--- config.mk ---
export PLATFORM = sky130hd
export DESIGN_NAME = hwf_ctrl
export DESIGN_NICKNAME = d
export VERILOG_FILES = /design/src/hdl/hwf_pkg.sv /design/src/hdl/hwf_ctrl.sv
export SDC_FILE = /design/constraint.sdc
export NUM_CORES = 1
export LEC_CHECK = 0
export ABC_AREA = 1
export BUFFER_PORTS_ARGS = -buffer_cell sky130_fd_sc_hd__buf_2
export CAP_MARGIN = 40
export CORE_ASPECT_RATIO = 2
export CORE_MARGIN = 2
export CORE_UTILIZATION = 45
export DETAILED_ROUTE_END_ITERATION = 10
export PLACE_DENSITY = 0.75
export SLEW_MARGIN = 20
export SYNTH_ARGS = -nofsm -noshare
export SYNTH_HDL_FRONTEND = slang
export SYNTH_SLANG_ARGS = --single-unit
--- constraint.sdc ---
create_clock -name clk -period 2.85 [get_ports clk]
set_input_delay 0.57 -clock clk [delete_from_list [all_inputs] [get_ports clk]]
set_output_delay 0.57 -clock clk [all_outputs]
set_load 0.1 [all_outputs]
--- src/hdl/hwf_pkg.sv ---
`default_nettype none

package hwf_pkg;

	localparam int OP_W    = 2;
	localparam int COORD_W = 6;
	localparam int VAL_W   = 32;
	localparam int TOL_W   = 16;
	localparam int LVL_W   = VAL_W + 1;

	typedef enum logic [OP_W-1:0] {
		OP_WRITE = 2'd0,
		OP_PASS  = 2'd1,
		OP_READ  = 2'd2,
		OP_NONE  = 2'd3
	} op_t;

	localparam logic CFG_SOIL = 1'b0;
	localparam logic CFG_TOL  = 1'b1;

	localparam logic [TOL_W-1:0] TOL_RESET = 16'd7;

	// controller to datapath
	typedef struct packed {
		logic host_wr;   // water write data comes from the input beat
		logic wr_b;      // write back cell b of the pair, else cell a
		logic out_load;  // load the result register
		logic out_read;  // result carries the cell read
		logic out_pass;  // result flags a finished pass
	} dp_cmd_t;

	// datapath to controller
	typedef struct packed {
		logic out_free;
	} dp_stat_t;

endpackage

`default_nettype wire

--- src/hdl/hwf_ctrl.sv ---
`default_nettype none

module hwf_ctrl
	import hwf_pkg::*;
#(
	parameter int ROWS = 64,
	parameter int COLS = 64,
	localparam int RW = $clog2(ROWS),
	localparam int CW = $clog2(COLS),
	localparam int AW = RW + CW
) (
	input  wire logic               clk,
	input  wire logic               arst_n,
	input  wire logic               in_valid,
	output logic                    in_ready,
	input  wire op_t                op,
	input  wire logic [COORD_W-1:0] row,
	input  wire logic [COORD_W-1:0] col,
	output dp_cmd_t                 cmd,
	input  wire dp_stat_t           stat,
	output logic                    re,
	output logic [AW-1:0]           raddr_a,
	output logic [AW-1:0]           raddr_b,
	output logic                    we_h,
	output logic                    we_w,
	output logic [AW-1:0]           waddr
);

	localparam int RXW = (RW > COORD_W) ? RW : COORD_W;
	localparam int CXW = (CW > COORD_W) ? CW : COORD_W;

	typedef enum logic [8:0] {
		S_IDLE = 9'b000000001,
		S_PRD  = 9'b000000010,
		S_PL1  = 9'b000000100,
		S_PL2  = 9'b000001000,
		S_PL3  = 9'b000010000,
		S_PL4  = 9'b000100000,
		S_PWA  = 9'b001000000,
		S_PWB  = 9'b010000000,
		S_DONE = 9'b100000000
	} state_t;

	state_t        state_q, state_d;
	logic [RW-1:0] r_q;
	logic [CW-1:0] c_q;
	logic          sweep_q;
	logic          read_q, pass_q;

	logic [RXW-1:0] row_x;
	logic [CXW-1:0] col_x;
	logic [AW-1:0]  host_a, pair_a, pair_b;
	logic           in_grid, accept, last_pair;

	assign row_x   = RXW'(row);
	assign col_x   = CXW'(col);
	assign host_a  = {row_x[RW-1:0], col_x[CW-1:0]};
	assign in_grid = (32'(row) < 32'(ROWS)) && (32'(col) < 32'(COLS));

	assign in_ready = (state_q == S_IDLE);
	assign accept   = in_valid && in_ready;

	assign pair_a = {r_q, c_q};
	assign pair_b = sweep_q ? {r_q, c_q + 1'b1} : {r_q + 1'b1, c_q};

	assign last_pair = sweep_q && (c_q == CW'(COLS - 2)) && (r_q == RW'(ROWS - 1));

	always_comb begin
		state_d = state_q;
		unique case (state_q)
			S_IDLE: begin
				if (accept) begin
					state_d = (op == OP_PASS) ? S_PRD : S_DONE;
				end
			end
			S_PRD:  state_d = S_PL1;
			S_PL1:  state_d = S_PL2;
			S_PL2:  state_d = S_PL3;
			S_PL3:  state_d = S_PL4;
			S_PL4:  state_d = S_PWA;
			S_PWA:  state_d = S_PWB;
			S_PWB:  state_d = last_pair ? S_DONE : S_PRD;
			S_DONE: begin
				if (stat.out_free) begin
					state_d = S_IDLE;
				end
			end
			default: state_d = S_IDLE;
		endcase
	end

	always_ff @(posedge clk or negedge arst_n) begin
		if (!arst_n) begin
			state_q <= S_IDLE;
			r_q     <= '0;
			c_q     <= '0;
			sweep_q <= 1'b0;
			read_q  <= 1'b0;
			pass_q  <= 1'b0;
		end else begin
			state_q <= state_d;
			if (accept) begin
				read_q  <= (op == OP_READ) && in_grid;
				pass_q  <= (op == OP_PASS);
				r_q     <= '0;
				c_q     <= '0;
				sweep_q <= 1'b0;
			end else if (state_q == S_PWB && !last_pair) begin
				if (!sweep_q) begin
					// vertical pairs: column inner
					if (c_q == CW'(COLS - 1)) begin
						c_q <= '0;
						if (r_q == RW'(ROWS - 2)) begin
							r_q     <= '0;
							sweep_q <= 1'b1;
						end else begin
							r_q <= r_q + 1'b1;
						end
					end else begin
						c_q <= c_q + 1'b1;
					end
				end else begin
					// horizontal pairs: row inner
					if (r_q == RW'(ROWS - 1)) begin
						r_q <= '0;
						c_q <= c_q + 1'b1;
					end else begin
						r_q <= r_q + 1'b1;
					end
				end
			end
		end
	end

	// memory commands
	assign re      = (accept && (op == OP_READ)) || (state_q == S_PRD);
	assign raddr_a = (state_q == S_PRD) ? pair_a : host_a;
	assign raddr_b = pair_b;
	assign we_h    = accept && (op == OP_WRITE) && in_grid;
	assign we_w    = we_h || (state_q == S_PWA) || (state_q == S_PWB);
	assign waddr   = (state_q == S_PWA) ? pair_a : ((state_q == S_PWB) ? pair_b : host_a);

	assign cmd.host_wr  = (state_q == S_IDLE);
	assign cmd.wr_b     = (state_q == S_PWB);
	assign cmd.out_load = (state_q == S_DONE) && stat.out_free;
	assign cmd.out_read = read_q;
	assign cmd.out_pass = pass_q;

`ifndef SYNTH
	a_pwb_next: assert property (@(posedge clk) disable iff (!arst_n)
		state_q == S_PWB |=> state_q == S_PRD || state_q == S_DONE)
		else $error("pair write-back not followed by next read or done");

	a_row_range: assert property (@(posedge clk) disable iff (!arst_n)
		(32'(r_q) <= 32'(ROWS - 1)) && (32'(c_q) <= 32'(COLS - 1)))
		else $error("sweep counters out of grid");

	a_vert_row: assert property (@(posedge clk) disable iff (!arst_n)
		!sweep_q |-> 32'(r_q) <= 32'(ROWS - 2))
		else $error("vertical sweep past next-to-last row");

	a_load_free: assert property (@(posedge clk) disable iff (!arst_n)
		cmd.out_load |-> stat.out_free)
		else $error("result loaded over an untaken beat");

	a_no_rw: assert property (@(posedge clk) disable iff (!arst_n)
		!(we_w && re))
		else $error("read and write issued together");
`endif

endmodule

`default_nettype wire

=== Word level (Yosys, flattened, before mapping) ===
Index checks and enable logic that the tools add are counted.

* Input bits: 18
* Flip-flop bits (word level): 24
* Output and inout bits: 45
* Word-level logic and storage cells: 68

* $add $sub $neg: 2
* Reductions and logical operators: 17
* Equal/unequal tests: 18
* Multiplexer cells: 25

{| class="wikitable"
|+ Operators by type and width
! cell !! count
|-
| 9-bit case mux with 9 select lines || 1
|-
| 6-bit two-way mux || 11
|-
| 12-bit two-way mux || 4
|-
| 9-bit two-way mux || 4
|-
| 6-bit == test, second input constant || 4
|-
| 6-bit by 1-bit adder with 6-bit output, second input constant || 2
|-
| 9-bit by 1-bit == test with 1-bit output, second input constant || 1
|-
| 9-bit by 2-bit == test with 1-bit output, second input constant || 1
|-
| 9-bit by 3-bit == test with 1-bit output, second input constant || 1
|-
| 9-bit by 4-bit == test with 1-bit output, second input constant || 1
|-
| 9-bit by 5-bit == test with 1-bit output, second input constant || 1
|-
| 9-bit by 6-bit == test with 1-bit output, second input constant || 1
|-
| 9-bit by 7-bit == test with 1-bit output, second input constant || 1
|-
| 9-bit by 8-bit == test with 1-bit output, second input constant || 1
|-
| 9-bit == test, second input constant || 1
|-
| 1-bit logical AND || 7
|-
| 2-bit AND reduction || 3
|-
| 1-bit two-way mux || 5
|-
| 1-bit logical OR || 3
|-
| 3-bit by 1-bit != test with 1-bit output, second input constant || 1
|-
| 3-bit nonzero test || 1
|-
| 2-bit by 1-bit == test with 1-bit output, second input constant || 1
|-
| 2-bit == test, second input constant || 1
|-
| 2-bit logical NOT || 1
|-
| 4 further kinds || 4
|}

=== Logic depth before layout (Yosys ltp) ===
* Word-level depth: 7
* Mapped depth: 12
* Mapped depth without buffers: 12

=== Worst setup path after synthesis ===
OpenSTA, ideal clock, no wires.

* Path kind: register to output
* Start: register r_q[0]
* End: output port waddr[7]
* Buffers on the path: 0
* Arrival: 4048 ps
* Stages on the path, launching flop included: 6
* Required time: 2280 ps
* Slack: -1768 ps
* Path through: dfrtp_1 inv_1 ha_1 o21ai_0 nand2_1 o211ai_1

* Cells in the longest elaborated chain, start to end: 4

{| class="wikitable"
|+ Ends and longest elaborated chain
! item !! line !! text
|-
| start: declaration || hwf_ctrl.sv:45 || <nowiki>logic [RW-1:0] r_q;</nowiki>
|-
| start signal: assignment || hwf_ctrl.sv:117 || <nowiki>r_q <= r_q + 1'b1;</nowiki>
|-
| start signal: assignment || hwf_ctrl.sv:128 || <nowiki>r_q <= r_q + 1'b1;</nowiki>
|-
| 6-bit by 1-bit adder with 6-bit output || hwf_ctrl.sv:64 || <nowiki>assign pair_b = sweep_q ? {r_q, c_q + 1'b1} : {r_q + 1'b1, c_q};</nowiki>
|-
| 12-bit two-way mux || hwf_ctrl.sv:64 ||
|-
| net raddr_b[7] || hwf_ctrl.sv:23 || <nowiki>output logic [AW-1:0] raddr_b,</nowiki>
|-
| 12-bit two-way mux (2 in a row) || hwf_ctrl.sv:141 || <nowiki>assign waddr = (state_q == S_PWA) ? pair_a : ((state_q == S_PWB) ? pair_b : host_a);</nowiki>
|-
| end: declaration || hwf_ctrl.sv:26 || <nowiki>output logic [AW-1:0] waddr</nowiki>
|}

The timed path passes the listed nets, and every way through them passes these cells.

=== Final worst setup path ===
* Start: register state_q[4]
* End: output port we_w

* Cells in the longest elaborated chain, start to end: 5
* Elaborated cells on any way between the ends: 7
* Classes of those cells: eq/ne: 3; reduce/logical: 4

{| class="wikitable"
|+ Ends and longest elaborated chain
! item !! line !! text
|-
| start: declaration || hwf_ctrl.sv:44 || <nowiki>state_t state_q, state_d;</nowiki>
|-
| start signal: assignment || hwf_ctrl.sv:101 || <nowiki>state_q <= state_d;</nowiki>
|-
| 9-bit by 1-bit == test with 1-bit output || hwf_ctrl.sv:60 || <nowiki>assign in_ready = (state_q == S_IDLE);</nowiki>
|-
| 1-bit logical AND || hwf_ctrl.sv:61 || <nowiki>assign accept = in_valid && in_ready;</nowiki>
|-
| 1-bit logical AND || hwf_ctrl.sv:139 || <nowiki>assign we_h = accept && (op == OP_WRITE) && in_grid;</nowiki>
|-
| 1-bit logical OR || hwf_ctrl.sv:140 || <nowiki>assign we_w = we_h || (state_q == S_PWA) || (state_q == S_PWB);</nowiki>
|-
| 1-bit logical OR (*) || hwf_ctrl.sv:140 ||
|-
| end: declaration || hwf_ctrl.sv:25 || <nowiki>output logic we_w,</nowiki>
|}

Mark *: on every way between the ends. The rest lies on a longest branch, timed or not.

==> metrics <==
remaining antenna violation count 0; Tmin final 2720 ps; Multi-input gate area 1320 sq um; RSZ-0062 raised after global routing false; vias in the first global route 2354; drt wl/cell 13.5 um; largest net degree at the start of global routing 27; Worst Setup SP state_q[4]; estimated wirelength of the detail-placed design 4.51 mm; WL met3 379 um; post-synthesis xor/xnor area fraction 3.79%; Root Driver clkbuf_8; Switching Fraction 54.1%; DIE AREA 5210 sq um; initial antenna violation count 0; Seq cells post-synth 24; GPL Wtd Cong 0.924; clock tree buffer depth 2; nets@finish 405; CTS clk-pin slew, worst paths 90 ps; Synth Area in Simple Gates 38.1%; Reg area 602 sq um; Pwr Density 584 nW/um^2; critical path arrival 2150 ps; required arrival time at the worst endpoint 2280 ps; adder-cell share of the synthesized area 2.41%; final setup violation count 0; Clk Latency, worst-skew pair 270 ps; syn_nets 346; via count 2251; Layout area overhead 45.7%; LEAKAGE 1.66 nW; largest area contributor in the synthesized netlist dfrtp_1; status completed; H-tree levels 1; mean post-synth cell area 6.42 sq um; distinct cell type count after synthesis 37; wl on met1 2.36 mm; worst reg2reg path startpoint c_q[0]; yosys warns 0; Reg power frac 23.4%; Final Hold Fails 0; largest family of logic cells by synthesized area simple AND/OR/NAND/NOR gates; Post-CTS Hold Buffers 0; CP Launch Type flip-flop; worst relative slew slack 60.7%; Max Clock Freq 367 MHz; first-pass GRT wire length 10.1 mm; total routed wirelength 5.91 mm; P_sw 0.958 mW; clk sinks 24; Syn Inst Count 324; Max Slew Vio Count 0; register area share after synthesis 28.9%; Core Area 4510 sq um; Crit. End Element output pin; WL met2 3.07 mm; number of iterations in the first detailed-routing pass 4; max cap viols 0; GRT Residual Overflow 0; layout cells sized above 1 31.4%; Initial Util 46.1%; Synth area leaders dfrtp_1 28%, nand2_1 19%, inv_1 9.9%; Final Skew 5.44 ps; Clk pwr share 17.2%; I/O Pins 63; TritonCTS Buffers 3; initial DRC count 59; IO Port Bufs 62; Comb power frac 59.4%; CTS tree yes; Hold WC Path Type in2async; via/cell ratio 5.15; Post-Syn Area 2080 sq um; top sig layer met4; Peak VDD IR 0.695 mV; Fillers 378; drc violations 0; chip height 100 um; Int Power 0.812 mW; Placed Cells 432; crit path max fanout 17; multiplexer share of the synthesized area 0%; Final Total Pwr 1.77 mW; non-filler instance count after layout 437; top cell type's share of synthesized area 27.7%; Die X 52.1 um; GR Util All Layers 24.7%; n_diodes 0; Core Rows 35; Worst Tran Pin Value 589 ps; worst setup path class reg2out; Final period util 95.5%; Synth Area in Compound Gates 12.6%
## state kept, by name, indices dropped and copies added (netlist names)
signal / count
state_q: 9
pass_q: 1
r_q: 6
read_q: 1
c_q: 6
sweep_q: 1
## cell usage after synthesis
cell,instances
buf_2,8
xnor2_1,1
nor2_2,3
inv_1,55
o211ai_1,5
or2_4,1
nand3b_2,1
o22ai_1,2
a21oi_1,1
nand2_4,1
nand2_2,5
nor3_1,2
nand3_2,1
nor2_1,21
or2_1,1
nor4_1,1
dfrtp_1,23
nand3_1,23
nor2_4,2
inv_2,2
o21ai_2,3
nand4_1,3
nand2_1,103
xor2_1,8
dfstp_2,1
a21boi_0,1
o221ai_1,3
o21ai_1,2
nor3_4,1
o21bai_1,1
nand3_4,2
ha_1,4
buf_4,4
o21ai_0,26
nor2b_1,1
clkbuf_1,1
clkinv_2,1
## cell type report
| class | count | area share, % |
|---|---|---|
| Timing Repair Buffer | 67 | 24.5 |
| Multi-Input combinational cell | 229 | 43.7 |
| Clock buffer | 3 | 1.36 |
| Sequential cell | 24 | 19.9 |
| Clock inverter | 1 | 0.991 |
| Inverter | 58 | 7.35 |
| Tap cell | 55 | 2.27 |
## per-layer routing
metal / up-vias / track usage [%]
met5: - / 0
met4: 0 / 9.92
met3: 8 / 2.98
met2: 86 / 43.5
met1: 1037 / 29.2
li1: 1120 / -
## worst paths after layout
| check | end | depth (start not counted) | slack [ps] |
|---|---|---|---|
| max | we_w | 9 | 130 |
| min | state_q[6] | 1 | 280 |
| max reg2reg | c_q[4] | 11 | 1060 |
| min reg2reg | read_q | 2 | 500 |
| max in group asynchronous | state_q[0] | 1 | 2200 |
| min in group clk | read_q | 2 | 500 |
## per-stage QoR
stage	setup slack [ps]	instance area [sq um]	TNS, ps	hold slack [ps]	util (%)
final	128	3030	0	280	67.2
after global routing	6.99	3030	0	304	67.2
after CTS	33.1	3000	0	292	66.5
after detailed placement	340	2930	0	481	64.9
after global placement	390	2930	0	481	64.9
after floorplan	-487	2220	-1950	274	-
## critical path: stages (launching register included)
cell	delay [ps]
dfrtp_1	430
nor2_4	150
nand2_2	100
nor2_2	130
nand2_2	90
clkinv_2	100
nand2_4	120
or2_4	300
o21ai_4	120
clkbuf_4	340
## layout by cell type, fill, tap and decap left out, types with 2 or more instances in the layout
master	count
o21ai_2	15
nand4_1	3
o221ai_2	3
dfrtp_1	23
clkbuf_4	2
nand3_1	23
o21ai_1	2
nor2_1	19
nor2_4	3
clkbuf_8	3
o211ai_1	5
buf_4	4
o21ai_4	5
o22ai_1	2
nand2_1	102
nand3_4	2
inv_2	2
buf_12	26
xor2_1	8
o21ai_0	9
inv_1	54
nand2_2	6
nor3_1	2
buf_2	35
ha_1	4
nor2_2	4
## power by group through the flow
stage / clock (mW) / sequential, mW / combinational [mW]
floorplan: 0 / 0.403 / 0.847
global placement: 0 / 0.418 / 1.03
detailed placement: 0 / 0.420 / 1.05
CTS: 0.305 / 0.413 / 1.05
global route: 0.315 / 0.420 / 1.11
finish: 0.305 / 0.414 / 1.05
## logic make-up after synthesis
| group | count (synthesis) |
|---|---|
| buffers and inverters | 71 |
| AND/OR/NAND/NOR | 172 |
| XOR/XNOR | 9 |
| flip-flops | 24 |
| AO/OA/AOI/OAI | 44 |
| adder cells (fa/ha/maj) | 4 |
## timing repair
item / CTS / global route
endpoints found under the hold margin: 0 / 0
setup endpoints to repair: 0 / 12
resized for setup: 0 / 3
setup buffers: 0 / 1
Power figures use the tool's default switching activity.
