===== src/hdl/hwf_pkg.sv =====
`default_nettype none

package hwf_pkg;

	localparam int OP_W    = 2;
	localparam int COORD_W = 6;
	localparam int VAL_W   = 32;
	localparam int TOL_W   = 16;
	localparam int LVL_W   = VAL_W + 1;

	typedef enum logic [OP_W-1:0] {
		OP_WRITE = 2'd0,
		OP_PASS  = 2'd1,
		OP_READ  = 2'd2,
		OP_NONE  = 2'd3
	} op_t;

	localparam logic CFG_SOIL = 1'b0;
	localparam logic CFG_TOL  = 1'b1;

	localparam logic [TOL_W-1:0] TOL_RESET = 16'd7;

	// controller to datapath
	typedef struct packed {
		logic host_wr;   // water write data comes from the input beat
		logic wr_b;      // write back cell b of the pair, else cell a
		logic out_load;  // load the result register
		logic out_read;  // result carries the cell read
		logic out_pass;  // result flags a finished pass
	} dp_cmd_t;

	// datapath to controller
	typedef struct packed {
		logic out_free;
	} dp_stat_t;

endpackage

`default_nettype wire


===== src/hdl/hwf_dp.sv =====
`default_nettype none

module hwf_dp
	import hwf_pkg::*;
(
	input  wire logic             clk,
	input  wire logic             arst_n,
	input  wire dp_cmd_t          cmd,
	output dp_stat_t              stat,
	input  wire logic [VAL_W-1:0] in_water,
	input  wire logic [VAL_W-1:0] soil,
	input  wire logic [TOL_W-1:0] tol,
	input  wire logic [VAL_W-1:0] rd_h_a,
	input  wire logic [VAL_W-1:0] rd_h_b,
	input  wire logic [VAL_W-1:0] rd_w_a,
	input  wire logic [VAL_W-1:0] rd_w_b,
	output logic      [VAL_W-1:0] wr_water,
	input  wire logic             out_ready,
	output logic                  out_valid,
	output logic      [VAL_W-1:0] water_value,
	output logic      [VAL_W-1:0] height_value,
	output logic                  pass_done
);

	// stage 1: levels
	logic [LVL_W-1:0] la_s1, lb_s1;
	logic [VAL_W-1:0] wa_s1, wb_s1;
	// stage 2: difference and direction
	logic [LVL_W-1:0] diff_s2;
	logic             a_src_s2;
	logic [VAL_W-1:0] ws_s2, wd_s2;
	// stage 3: limits
	logic             ok_s3, a_src_s3;
	logic [VAL_W-1:0] half_s3, spare_s_s3, spare_d_s3, ws_s3, wd_s3;
	// stage 4: amount
	logic [VAL_W-1:0] amt_s4, ws_s4, wd_s4;
	logic             a_src_s4;

	logic [VAL_W-1:0] m1, amt, new_src, new_dst, new_a, new_b;
	logic             a_hi;

	assign a_hi = la_s1 > lb_s1;
	assign m1   = (half_s3 < spare_s_s3) ? half_s3 : spare_s_s3;
	assign amt  = (spare_d_s3 < m1) ? spare_d_s3 : m1;

	// registered reads hold between pairs, so the stages settle and stay put
	always_ff @(posedge clk) begin
		la_s1 <= {1'b0, rd_h_a} + {1'b0, rd_w_a};
		lb_s1 <= {1'b0, rd_h_b} + {1'b0, rd_w_b};
		wa_s1 <= rd_w_a;
		wb_s1 <= rd_w_b;

		a_src_s2 <= a_hi;
		diff_s2  <= a_hi ? (la_s1 - lb_s1) : (lb_s1 - la_s1);
		ws_s2    <= a_hi ? wa_s1 : wb_s1;
		wd_s2    <= a_hi ? wb_s1 : wa_s1;

		ok_s3      <= (diff_s2 != '0) && (diff_s2 >= LVL_W'(tol)) && (ws_s2 > soil);
		half_s3    <= diff_s2[LVL_W-1:1];
		spare_s_s3 <= ws_s2 - soil;
		spare_d_s3 <= ~wd_s2;
		ws_s3      <= ws_s2;
		wd_s3      <= wd_s2;
		a_src_s3   <= a_src_s2;

		amt_s4   <= ok_s3 ? amt : '0;
		ws_s4    <= ws_s3;
		wd_s4    <= wd_s3;
		a_src_s4 <= a_src_s3;
	end

	assign new_src = ws_s4 - amt_s4;
	assign new_dst = wd_s4 + amt_s4;
	assign new_a   = a_src_s4 ? new_src : new_dst;
	assign new_b   = a_src_s4 ? new_dst : new_src;

	always_comb begin
		if (cmd.host_wr) begin
			wr_water = in_water;
		end else if (cmd.wr_b) begin
			wr_water = new_b;
		end else begin
			wr_water = new_a;
		end
	end

	// result register
	assign stat.out_free = !out_valid || out_ready;

	always_ff @(posedge clk or negedge arst_n) begin
		if (!arst_n) begin
			out_valid <= 1'b0;
		end else if (cmd.out_load) begin
			out_valid <= 1'b1;
		end else if (out_ready) begin
			out_valid <= 1'b0;
		end
	end

	always_ff @(posedge clk) begin
		if (cmd.out_load) begin
			water_value  <= cmd.out_read ? rd_w_a : '0;
			height_value <= cmd.out_read ? rd_h_a : '0;
			pass_done    <= cmd.out_pass;
		end
	end

endmodule

`default_nettype wire


===== config.mk =====
export PLATFORM = sky130hd
export DESIGN_NAME = hwf_dp
export DESIGN_NICKNAME = d
export VERILOG_FILES = /design/src/hdl/hwf_pkg.sv /design/src/hdl/hwf_dp.sv
export SDC_FILE = /design/constraint.sdc
export NUM_CORES = 1
export LEC_CHECK = 0
export BUFFER_PORTS_ARGS = -buffer_cell sky130_fd_sc_hd__clkbuf_2
export CAP_MARGIN = 20
export CORE_MARGIN = 1.5
export CORE_UTILIZATION = 50
export DETAILED_ROUTE_END_ITERATION = 7
export GPL_TIMING_DRIVEN = 0
export PLACE_DENSITY_LB_ADDON = 0.1
export SYNTH_ARGS = -nofsm -noshare
export SYNTH_HDL_FRONTEND = slang
export SYNTH_SLANG_ARGS = --single-unit

===== constraint.sdc =====
create_clock -name clk -period 5.73 [get_ports clk]
set_input_delay 0.2865 -clock clk [delete_from_list [all_inputs] [get_ports clk]]
set_output_delay 0.2865 -clock clk [all_outputs]
set_load 0.01 [all_outputs]

# ---- Yosys cells after proc, flatten, opt, wreduce, memory -nomap -nowiden
# Index checks and enable logic that the tools add are counted.
# W data, S select, Z words.
dict set report totals {
  register_bits 553
  elab_cells 53
}
dict set report classes {
  n_addsub 7
  n_lt_le_gt_ge 5
  mux 11
  bitwise_logic 1
  n_reduce_logical 6
}
# cell count
set op_table {}
lappend op_table {{$mux W32} 8}
lappend op_table {{$add A32 B32 Y33} 2}
lappend op_table {{$sub A33 B33 Y33} 2}
lappend op_table {{$lt A32 B32 Y1} 2}
lappend op_table {{$sub A32 B32 Y32} 2}
lappend op_table {{$ge A33 B16 Y1} 1}
lappend op_table {{$gt A33 B33 Y1} 1}
lappend op_table {{$mux W33} 1}
lappend op_table {{$reduce_bool A33 Y1} 1}
lappend op_table {{$add A32 B32 Y32} 1}
lappend op_table {{$gt A32 B32 Y1} 1}
lappend op_table {{$not A32 Y32} 1}
lappend op_table {{$logic_and A1 B1 Y1} 2}
lappend op_table {{$mux W1} 2}
lappend op_table {{$reduce_bool A2 Y1} 1}
lappend op_table {{$logic_not A1 Y1} 1}
lappend op_table {{$logic_or A1 B1 Y1} 1}

# ---- Logic depth before layout (Yosys ltp)
# Gate-level depths: netlist of the first run.
dict set report depth {
  depth_word 4
  mapped_depth 25
  depth_no_buf 23
}

# ---- Worst setup path after synthesis of the first run
# Ideal clock, no wire load.
dict set report synth_path {
  kind {register to register}
  from {register spare_s_s3[13]}
  to {register amt_s4[10]}
  arrival_time_ps 4568
  required_time_ps 5614
  setup_slack_ps 1046
  path_stages_with_launch 25
  synth_period_minus_slack_ps 4684
  cell_sequence {dfxtp_1 > inv_1 > ha_1 > a21oi_1 > o22ai_1 > o31a_1 > a2111oi_0 > o21ai_0 > a31oi_1 > o211ai_1 > o211ai_1 > buf_2 > mux2i_1 > ha_1 > a21oi_1 > nor4_1 > a2111oi_0 > o21ai_0 > o221ai_1 > o21ai_0 > nor2_1 > nand4b_1 > clkbuf_1 > a31oi_1 > and3b_1}
}
dict set report synth_between {
  elab_chain_cells 4
}
# item line
set synth_rtl {}
lappend synth_rtl {{start, declared} hwf_dp.sv:34} ;# logic [VAL_W-1:0] half_s3, spare_s_s3, spare_d_s3, ws_s3, wd_s3;
lappend synth_rtl {{start signal, assigned} hwf_dp.sv:60} ;# spare_s_s3 <= ws_s2 - soil;
lappend synth_rtl {{$lt A32 B32 Y1} hwf_dp.sv:43} ;# assign m1 = (half_s3 < spare_s_s3) ? half_s3 : spare_s_s3;
lappend synth_rtl {{$mux W32 (*)} hwf_dp.sv:43}
lappend synth_rtl {{$lt A32 B32 Y1} hwf_dp.sv:44} ;# assign amt = (spare_d_s3 < m1) ? spare_d_s3 : m1;
lappend synth_rtl {{$mux W32 (*)} hwf_dp.sv:44}
lappend synth_rtl {{end signal, assigned} hwf_dp.sv:66} ;# amt_s4 <= ok_s3 ? amt : '0;
lappend synth_rtl {{end, declared} hwf_dp.sv:36} ;# logic [VAL_W-1:0] amt_s4, ws_s4, wd_s4;
# Every way passes the cells marked *; elsewhere a longest branch is shown, timed or not.
# A chain may end at the register's enable or synchronous reset.

# ---- Worst setup path in the final report of the first run
dict set report layout_path {
  from {register spare_s_s3[13]}
  to {register amt_s4[1]}
}
# The elaborated chain is that of the path after synthesis.

==> out/metrics.cfg, run 1 <==
[run_status]
status=complete, no violations

[die]
die_area_sq_um=56800
die_h_um=238
core_sq_um=55000
dieWidth_um=238
core.rowCount=86
pin_count=315
start_util=0.504

[logic_synthesis]
yosysTopAreaCell=dfxtp_1
yosys_register_bits=553
synth_ff_type=dfxtp_1
syn_nets=3502
synth_mux_area_frac=0.0177
synthAdderAreaFrac=0.141
syn_inst=2978
synth-edff-count=65
yosysSeqAreaShare=0.423
synth_area_sq_um=27700
ys_types=90
synthXorXnorAreaFrac=0.0503
yosys_warnings=0
synth_compound_area_frac=0.175
synth-simple-area-share=0.138
synth_top_family_by_area=compound AO/OA/AOI/OAI gates
synth_area_leaders=dfxtp_1 (35%), ha_1 (14%), edfxtp_1 (7.0%)
synthArstFlopShare=0.00181
synthDominantCellAreaShare=0.352
avgSynthCellArea_sq_um=9.31

[clock_tree]
cts.sinks=553
htreeDepth=2
clock-root-buffer=clkbuf_16
cts_buffers=54
cts_tree=yes
clockBufferDepth=3
cts.clk_slew.worst_paths_ns=0.06
insertion_delay_ns=0.61

[sta]
setup_viol=0
min_period_ns=5.45
drv_slew=0
fmax_mhz=183
worst_slew_pin_slew_ns=1.24
final.period_utilization=0.951
hold_ws_ns=0.0248
worst_slack_ns=0.280
setup_tns_ns=0
slew_headroom=0.163
timing.final.hold_violations=0
skew_ns=0.0147

[critical_path]
startpoint_type=flop
arrival_ns=5.93
reg2reg_depth=24
cp_slowest_cell=nor3_1
worstPathBufferInverterCount=4
worstSetupPathType=reg2reg
startpoint=spare_s_s3[13]
path_depth=24
critPathRequiredTime_ns=6.21
crit_fanout=10
cp-end-kind=flop
critPathTopFamily=compound AO/OA/AOI/OAI gates
r2r_start=spare_s_s3[13]
worstPathCellList=inv_1, ha_1, a21oi_1, o22ai_1, o31a_1, a2111oi_4, o21ai_2, a31oi_4, o211ai_1, o211ai_1, buf_4, clkbuf_16, mux2i_1, ha_1, nand2_1, nor3_1, nand3_1, nor3_1, o21ai_0, o21ai_2, a211o_1, clkbuf_2, nand4_1, and3b_1
slowest_delay_ns=0.39

[drt]
viasPerCell=5.34
routed_wl_um=79900
drtIter0Drc=1021
ant_nets=0
avgRoutedWirePerCell_um=18.8
dr.pass1.iters=5
dr_total_vias=22658
drc_errors=0

[place]
hpwl_um=64800
place_ws_ns=-1.27
placed_area_sq_um=30200
dp.cells=4040
port_buffers=313
place_congestion=0.950

[flow_run]
max-cap-violations=0

[final_layout]
layout-drive-gt1-share=0.145
top_regs=diff_s2: 33 flops, la_s1: 33 flops, lb_s1: 33 flops
area_growth_syn_to_layout_pct=20.0
fin_nets=3978
n_antenna_cell=0
stdcell_area_sq_um=33300
layout_common_cells=dfxtp_1 (487), clkbuf_2 (320), inv_1 (303), ha_1 (300), nand2_1 (297)
final_util=0.605
instances_no_fill=4243
final_common_cell=dfxtp_1

[power_and_ir_drop]
p_sw_mw=8.25
clock_power_share=0.177
seq_power_share=0.308
leakage_nw=16.0
swShare=0.413
total_power_mw=19.9
pwr-share-comb=0.515
vdd_drop_max_mv=0.294
power_density_nw_per_um2=600
p_int_mw=11.7

[grt]
grt_pass1_vias=22442
grt_max_degree=67
grt_first_pass_wirelength_um=121000
grt_antenna_before_repair=0
grtUsageTotal=0.274
grt_remaining_overflow=0

[hold_path]
hold_path.class=in2reg
min_from=rd_h_a[31]
worstHoldPathCells=2

layout make-up:
class | count | area, sq um
timing repair buffer | 421 | 2650
tap | 748 | 936
clock buffer | 71 | 1490
sequential | 553 | 11700
inverter | 304 | 1140
fill | 4691 | 21700
buffer | 88 | 433
multi-input combinational | 2032 | 14600
clock inverter | 26 | 294
logic make-up after synthesis:
family	count (synthesis)
fa+ha+maj	308
flops	553
xor+xnor	159
buf+inv	393
compound gates	742
mux	48
simple gates	775
repair_timing:
action / CTS / global route
hold buffers: 100 / 0
buffers inserted: 5 / 1
pin swaps: 3 / 9
endpoints found under the setup margin: 32 / 32
hold endpoints to repair: 119 / 0
resized for setup: 18 / 41
cloned: 0 / 1
worst register-to-register path, delay by kind of cell (launching register included):
kind,cells,cell delay [ns]
AO/OA/AOI/OAI,11,2.11
AND/OR/NAND/NOR,6,1.40
buffers and inverters,4,0.75
adder cells (fa/ha/maj),2,0.47
flip-flops,1,0.33
multiplexers,1,0.25
power by group through the flow:
stage / logic [mW] / registers [mW] / clock network (mW)
2_1_floorplan: 7.20 / 5.78 / 0
3_3_place_gp: 9.43 / 6.17 / 0
3_5_place_dp: 9.65 / 6.19 / 0
4_1_cts: 9.89 / 6.11 / 3.61
5_1_grt: 11.4 / 6.25 / 3.75
6_report: 10.3 / 6.14 / 3.53
cells in the mapped netlist, types with 8 or more instances:
cell type / number
a21o_1: 111
o21ai_0: 131
xnor2_1: 111
nor2b_1: 22
mux2i_1: 43
nor4_1: 12
nor3_1: 40
nand2_1: 297
a21oi_1: 213
nand3_1: 34
clkbuf_1: 57
a211oi_1: 37
o211ai_1: 16
nor2_1: 129
or3_1: 8
dfxtp_1: 487
xor2_1: 48
nand4_1: 64
and3_1: 13
and3b_1: 31
buf_2: 26
ha_1: 301
a31oi_1: 52
and2_1: 68
o21bai_1: 34
or2_2: 8
a211o_1: 8
inv_1: 303
edfxtp_1: 65
o21a_1: 34
nand2b_1: 27
path summary, 6_finish.rpt:
| check | end | slack [ns] |
|---|---|---|
| max in group asynchronous | out_valid | 5.06 |
| min in group asynchronous | out_valid | 0.55 |
| max | amt_s4[1] | 0.28 |
| max reg2reg | amt_s4[1] | 0.28 |
| min reg2reg | ws_s4[25] | 0.32 |
| min | height_value[31] | 0.02 |
routing by layer:
layer | vias up | global-route usage | wire (um)
met4 | 0 | 0.116 | 3300
met1 | 10534 | 0.347 | 35800
li1 | 11369 | - | -
met2 | 603 | 0.474 | 37600
met3 | 152 | 0.0319 | 3150
met5 | - | 0 | 0
Power figures use the tool's default switching activity.
==> run 2, diff against run 1 <==
--- a/config.mk
+++ b/config.mk
@@ -8,7 +8,7 @@
 export BUFFER_PORTS_ARGS = -buffer_cell sky130_fd_sc_hd__clkbuf_2
 export CAP_MARGIN = 20
 export CORE_MARGIN = 1.5
-export CORE_UTILIZATION = 50
+export CORE_UTILIZATION = 35
 export DETAILED_ROUTE_END_ITERATION = 7
 export GPL_TIMING_DRIVEN = 0
 export PLACE_DENSITY_LB_ADDON = 0.1
==> out/metrics.cfg, run 2 (synthesis results as in run 1) <==
[critical_path]
crit_fanout=10
worstSetupPathType=reg2reg
r2r_start=spare_s_s3[13]
r2r_slack_ns=0.13
arrival_ns=6.10
slowest_delay_ns=0.38
cp-end-kind=flop
crit_top_cell=buf_4
r2r_end=amt_s4[1]
critPathRequiredTime_ns=6.24
reg2reg_depth=29
startpoint=spare_s_s3[13]
cp_slowest_cell=and3b_2
startpoint_type=flop

[die]
dieWidth_um=284
start_util=0.353
pin_count=315
core.rowCount=103
core_sq_um=78600
die_h_um=284
die_area_sq_um=80900

[clock_tree]
insertion_delay_ns=0.64
clockBufferDepth=3
clock-root-buffer=clkbuf_16
htreeDepth=2
cts_tree=yes
cts.sinks=553
cts.clk_slew.worst_paths_ns=0.06
cts_buffers=60

[sta]
setup_viol=0
fmax_mhz=179
hold_ws_ns=0.0439
setup_tns_ns=0
drv_slew=0
worst_slew_pin_slew_ns=0.942
slew_headroom=0.368
timing.final.hold_violations=0
final.period_utilization=0.977
skew_ns=0.0290
min_period_ns=5.60
rsz0062_at_grt=no

[power_and_ir_drop]
vdd_drop_max_mv=0.346
power_density_nw_per_um2=616
leakage_nw=16.4

[drt]
dr.pass1.iters=8
drc_errors=0
ant_nets=0
drtIter0Drc=1142
viasPerCell=4.93
routed_wl_um=88800
dr_total_vias=22563
avgRoutedWirePerCell_um=19.4

[hold_path]
worstHoldPathCells=3
hold_path.class=in2reg
hold_path_end=lb_s1[27]
min_from=rd_h_b[27]

[grt]
grt_first_pass_wirelength_um=134000
grt_max_degree=62
grt_antenna_before_repair=3
grtUsageTotal=0.215
grt_remaining_overflow=0
grt_pass1_vias=23200

[final_layout]
layout_common_cells=dfxtp_1 (487), clkbuf_2 (315), inv_1 (303), ha_1 (299), nand2_1 (297)
fillers=7704
area_growth_syn_to_layout_pct=24.0
fin_nets=4001
stdcell_area_sq_um=34400
final_common_cell=dfxtp_1
instances_no_fill=4580
final_util=0.437
layout-drive-gt1-share=0.157
top_regs=diff_s2: 33 flops, la_s1: 33 flops, lb_s1: 33 flops

[place]
hpwl_um=73100
place_congestion=0.895
placed_area_sq_um=30600
port_buffers=313
dp.cells=4344

[run_status]
status=complete, no violations

[flow_run]
max-cap-violations=0

-- run 2: cell types whose count changed in the layout (fill, tap and decap cells not counted), moves of 4 or more --
cell / before / now
clkinv_2: 7 / 15
dlygate4sd3_1: 100 / 105
clkbuf_1: 57 / 49
clkbuf_16: 55 / 62
clkbuf_8: 7 / 12
clkbuf_2: 320 / 315
mux2i_4: 2 / 7
bufinv_16: 4 / 11
buf_4: 6 / 18
clkinv_4: 7 / 3
-- run 2: per-stage QoR --
step	power, mW	setup slack (ns)
after CTS	20.9	0.00493
after floorplan	13.0	1.05
after detailed placement	16.2	-1.61
after global routing	22.8	0.00171
after global placement	16.1	-1.49
final	21.2	0.134
-- run 2: timing repair --
action                                  CTS  global route
pin swaps                                 9            11
hold buffers                            105             0
endpoints found under the hold margin   134             0
buffers inserted                          7            10
endpoints found under the setup margin   32            32
resized for setup                        36            55
-- run 2: power by group --
part	internal [mW]	switching, mW
Sequential	5.28	0.917
Combinational	4.61	6.09
Clock	2.64	1.65
Total	12.5	8.66
-- run 2: final cells by class --
cell class                      instances  area, sq um  area share
Timing Repair Buffer                  438         2810      0.0817
Sequential cell                       553        11700       0.341
Multi-Input combinational cell       2032        14700       0.427
Buffer                                 88          454      0.0132
Clock buffer                           76         1720      0.0502
Inverter                              304         1140      0.0332
Tap cell                             1050         1310      0.0382
Antenna cell                            1         2.50   0.0000728
Clock inverter                         38          527      0.0153
-- run 2: per-layer routing --
metal | share of wire | vias to the layer above | track usage
li1 | - | 11405 | -
met1 | 0.44 | 10453 | 0.268
met2 | 0.48 | 547 | 0.377
met3 | 0.039 | 156 | 0.0290
met4 | 0.037 | 2 | 0.0773
met5 | 0.00015 | - | 0
-- run 2: how the worst max path moves through the flow --
stage          cells past startpoint  slack, ns    endpoint
6_report                          29       0.13   amt_s4[1]
5_1_grt                           25      0.002   amt_s4[1]
4_1_cts                           27      0.005   amt_s4[1]
3_5_place_dp                      24      -1.61   amt_s4[0]
3_3_place_gp                      24      -1.49   amt_s4[0]
2_1_floorplan                     24       1.05  amt_s4[10]
-- run 2: critical path, delay by kind of cell (launching register included) --
family                     cells  cell delay (ns)
DFF                            1             0.34
and+or+nand+nor                9             1.63
adders and majority gates      2             0.47
muxes                          1             0.30
buffers and inverters          9             1.25
AOI/OAI and AO/OA              8             1.45
==> run 3, diff against run 2 <==
--- a/config.mk
+++ b/config.mk
@@ -12,6 +12,7 @@
 export DETAILED_ROUTE_END_ITERATION = 7
 export GPL_TIMING_DRIVEN = 0
 export PLACE_DENSITY_LB_ADDON = 0.1
+export REMOVE_ABC_BUFFERS = 1
 export SYNTH_ARGS = -nofsm -noshare
 export SYNTH_HDL_FRONTEND = slang
 export SYNTH_SLANG_ARGS = --single-unit
==> out/metrics.cfg, run 3 (synthesis results as in run 1) <==
[sta]
min_period_ns=5.45
final.period_utilization=0.951
fmax_mhz=184
slew_headroom=0.287
worst_slew_pin_slew_ns=1.07
rsz0062_at_grt=no
timing.final.hold_violations=0
setup_viol=0
hold_ws_ns=0.0269
drv_slew=0
skew_ns=0.0286

[critical_path]
startpoint_type=flop
r2r_start=spare_s_s3[13]
r2r_end=amt_s4[31]
r2r_slack_ns=0.28
reg2reg_depth=27
critPathRequiredTime_ns=6.24
cp-end-kind=flop
crit_fanout=24
arrival_ns=5.96
worstSetupPathType=reg2reg

[place]
dp.cells=4267
hpwl_um=64600
place_congestion=0.948
port_buffers=314
placed_area_sq_um=30500

[power_and_ir_drop]
leakage_nw=16.1
power_density_nw_per_um2=595
total_power_mw=20.1
vdd_drop_max_mv=0.371

[drt]
dr_total_vias=22010
ant_nets=0
drtIter0Drc=1336
dr.pass1.iters=5
viasPerCell=4.90
avgRoutedWirePerCell_um=17.8
drc_errors=0
routed_wl_um=80100

[flow_run]
max-cap-violations=0

[final_layout]
instances_no_fill=4488
final_util=0.429
final_common_cell=dfxtp_1
layout_common_cells=dfxtp_1 (487), clkbuf_2 (313), inv_1 (303), ha_1 (300), nand2_1 (297)
area_growth_syn_to_layout_pct=21.8
stdcell_area_sq_um=33800
layout-drive-gt1-share=0.143
fillers=7706
fin_nets=3914
top_regs=diff_s2: 33 flops, la_s1: 33 flops, lb_s1: 33 flops

[clock_tree]
cts.sinks=553
insertion_delay_ns=0.63
cts.clk_slew.worst_paths_ns=0.06
cts_tree=yes
clock-root-buffer=clkbuf_16
clockBufferDepth=3
htreeDepth=2
cts_buffers=58

[die]
pin_count=315
core_sq_um=78600
core.rowCount=103
start_util=0.353
die_area_sq_um=80900
die_h_um=284
dieWidth_um=284

[grt]
grt_max_degree=81
grt_antenna_before_repair=5
grt_pass1_vias=22594
grtUsageTotal=0.194
grt_remaining_overflow=0
grt_first_pass_wirelength_um=124000

[hold_path]
hold_path_end=height_value[7]
min_from=rd_h_a[7]
worstHoldPathCells=2
hold_path.class=in2reg

[run_status]
status=complete, no violations

[run 3: layout make-up]
type	instances	area, sq um	area share
multi-input combinational	2032	14600	0.433
sequential	553	11700	0.347
timing repair buffer	441	2950	0.0873
clock buffer	83	1680	0.0496
tap	1050	1310	0.0389
inverter	304	1140	0.0339
clock inverter	22	307	0.00908
antenna	3	7.51	0.000222
[run 3: how the worst max path moves through the flow]
| stage | startpoint | to | slack, ns | cells after the start |
|---|---|---|---|---|
| 2_1_floorplan | spare_s_s3[13] | amt_s4[10] | -1.13 | 22 |
| 3_3_place_gp | half_s3[13] | amt_s4[30] | -4.10 | 21 |
| 3_5_place_dp | spare_s_s3[13] | amt_s4[31] | -1.77 | 28 |
| 4_1_cts | spare_s_s3[23] | amt_s4[31] | 0.004 | 27 |
| 5_1_grt | half_s3[13] | amt_s4[31] | 0.01 | 28 |
| 6_report | spare_s_s3[13] | amt_s4[31] | 0.28 | 27 |
[run 3: critical path, stage by stage, from the launching register on]
cell       delay [ns]
dfxtp_1          0.33
inv_1            0.04
ha_1             0.29
a21oi_1          0.13
o22ai_1          0.10
o31a_1           0.33
a2111oi_4        0.25
o21ai_2          0.13
a31oi_4          0.19
o211ai_1         0.12
o211ai_1         0.13
buf_4            0.18
buf_4            0.14
mux2i_1          0.30
ha_1             0.31
a21oi_1          0.16
nor4_1           0.07
a2111oi_0        0.35
o21ai_0          0.18
o221ai_2         0.26
o21ai_2          0.13
nor2_4           0.18
nand4b_1         0.12
buf_4            0.19
buf_8            0.16
buf_8            0.18
a31oi_4          0.16
and3b_1          0.20
[run 3: where the power goes]
group          switching [mW]  internal [mW]
combinational            5.64           4.41
clock                    1.57           2.30
sequential              0.876           5.28
[run 3: metal layers]
metal  vias up  part of all wire  routed length [um]  track usage
li1      11216                 -                   -            -
met1     10138              0.47               37900        0.256
met2       501              0.45               35700        0.317
met3       151             0.040                3190       0.0284
met4         4             0.040                3220       0.0795
met5         -           0.00029                  23            0
[run 3: what timing repair did]
item	4_1_cts	5_1_grt
pin swaps	8	7
hold endpoints to repair	127	0
endpoints found under the setup margin	32	32
hold buffers	102	0
resized for setup	16	19
buffers inserted	9	1
[run 3: stage by stage]
step | worst slack, ns | setup TNS [ns]
5_1_grt | 0.0148 | 0
3_5_place_dp | -1.77 | -50.38
6_report | 0.283 | 0
3_3_place_gp | -4.10 | -358.74
2_1_floorplan | -1.13 | -36.86
4_1_cts | 0.00397 | 0
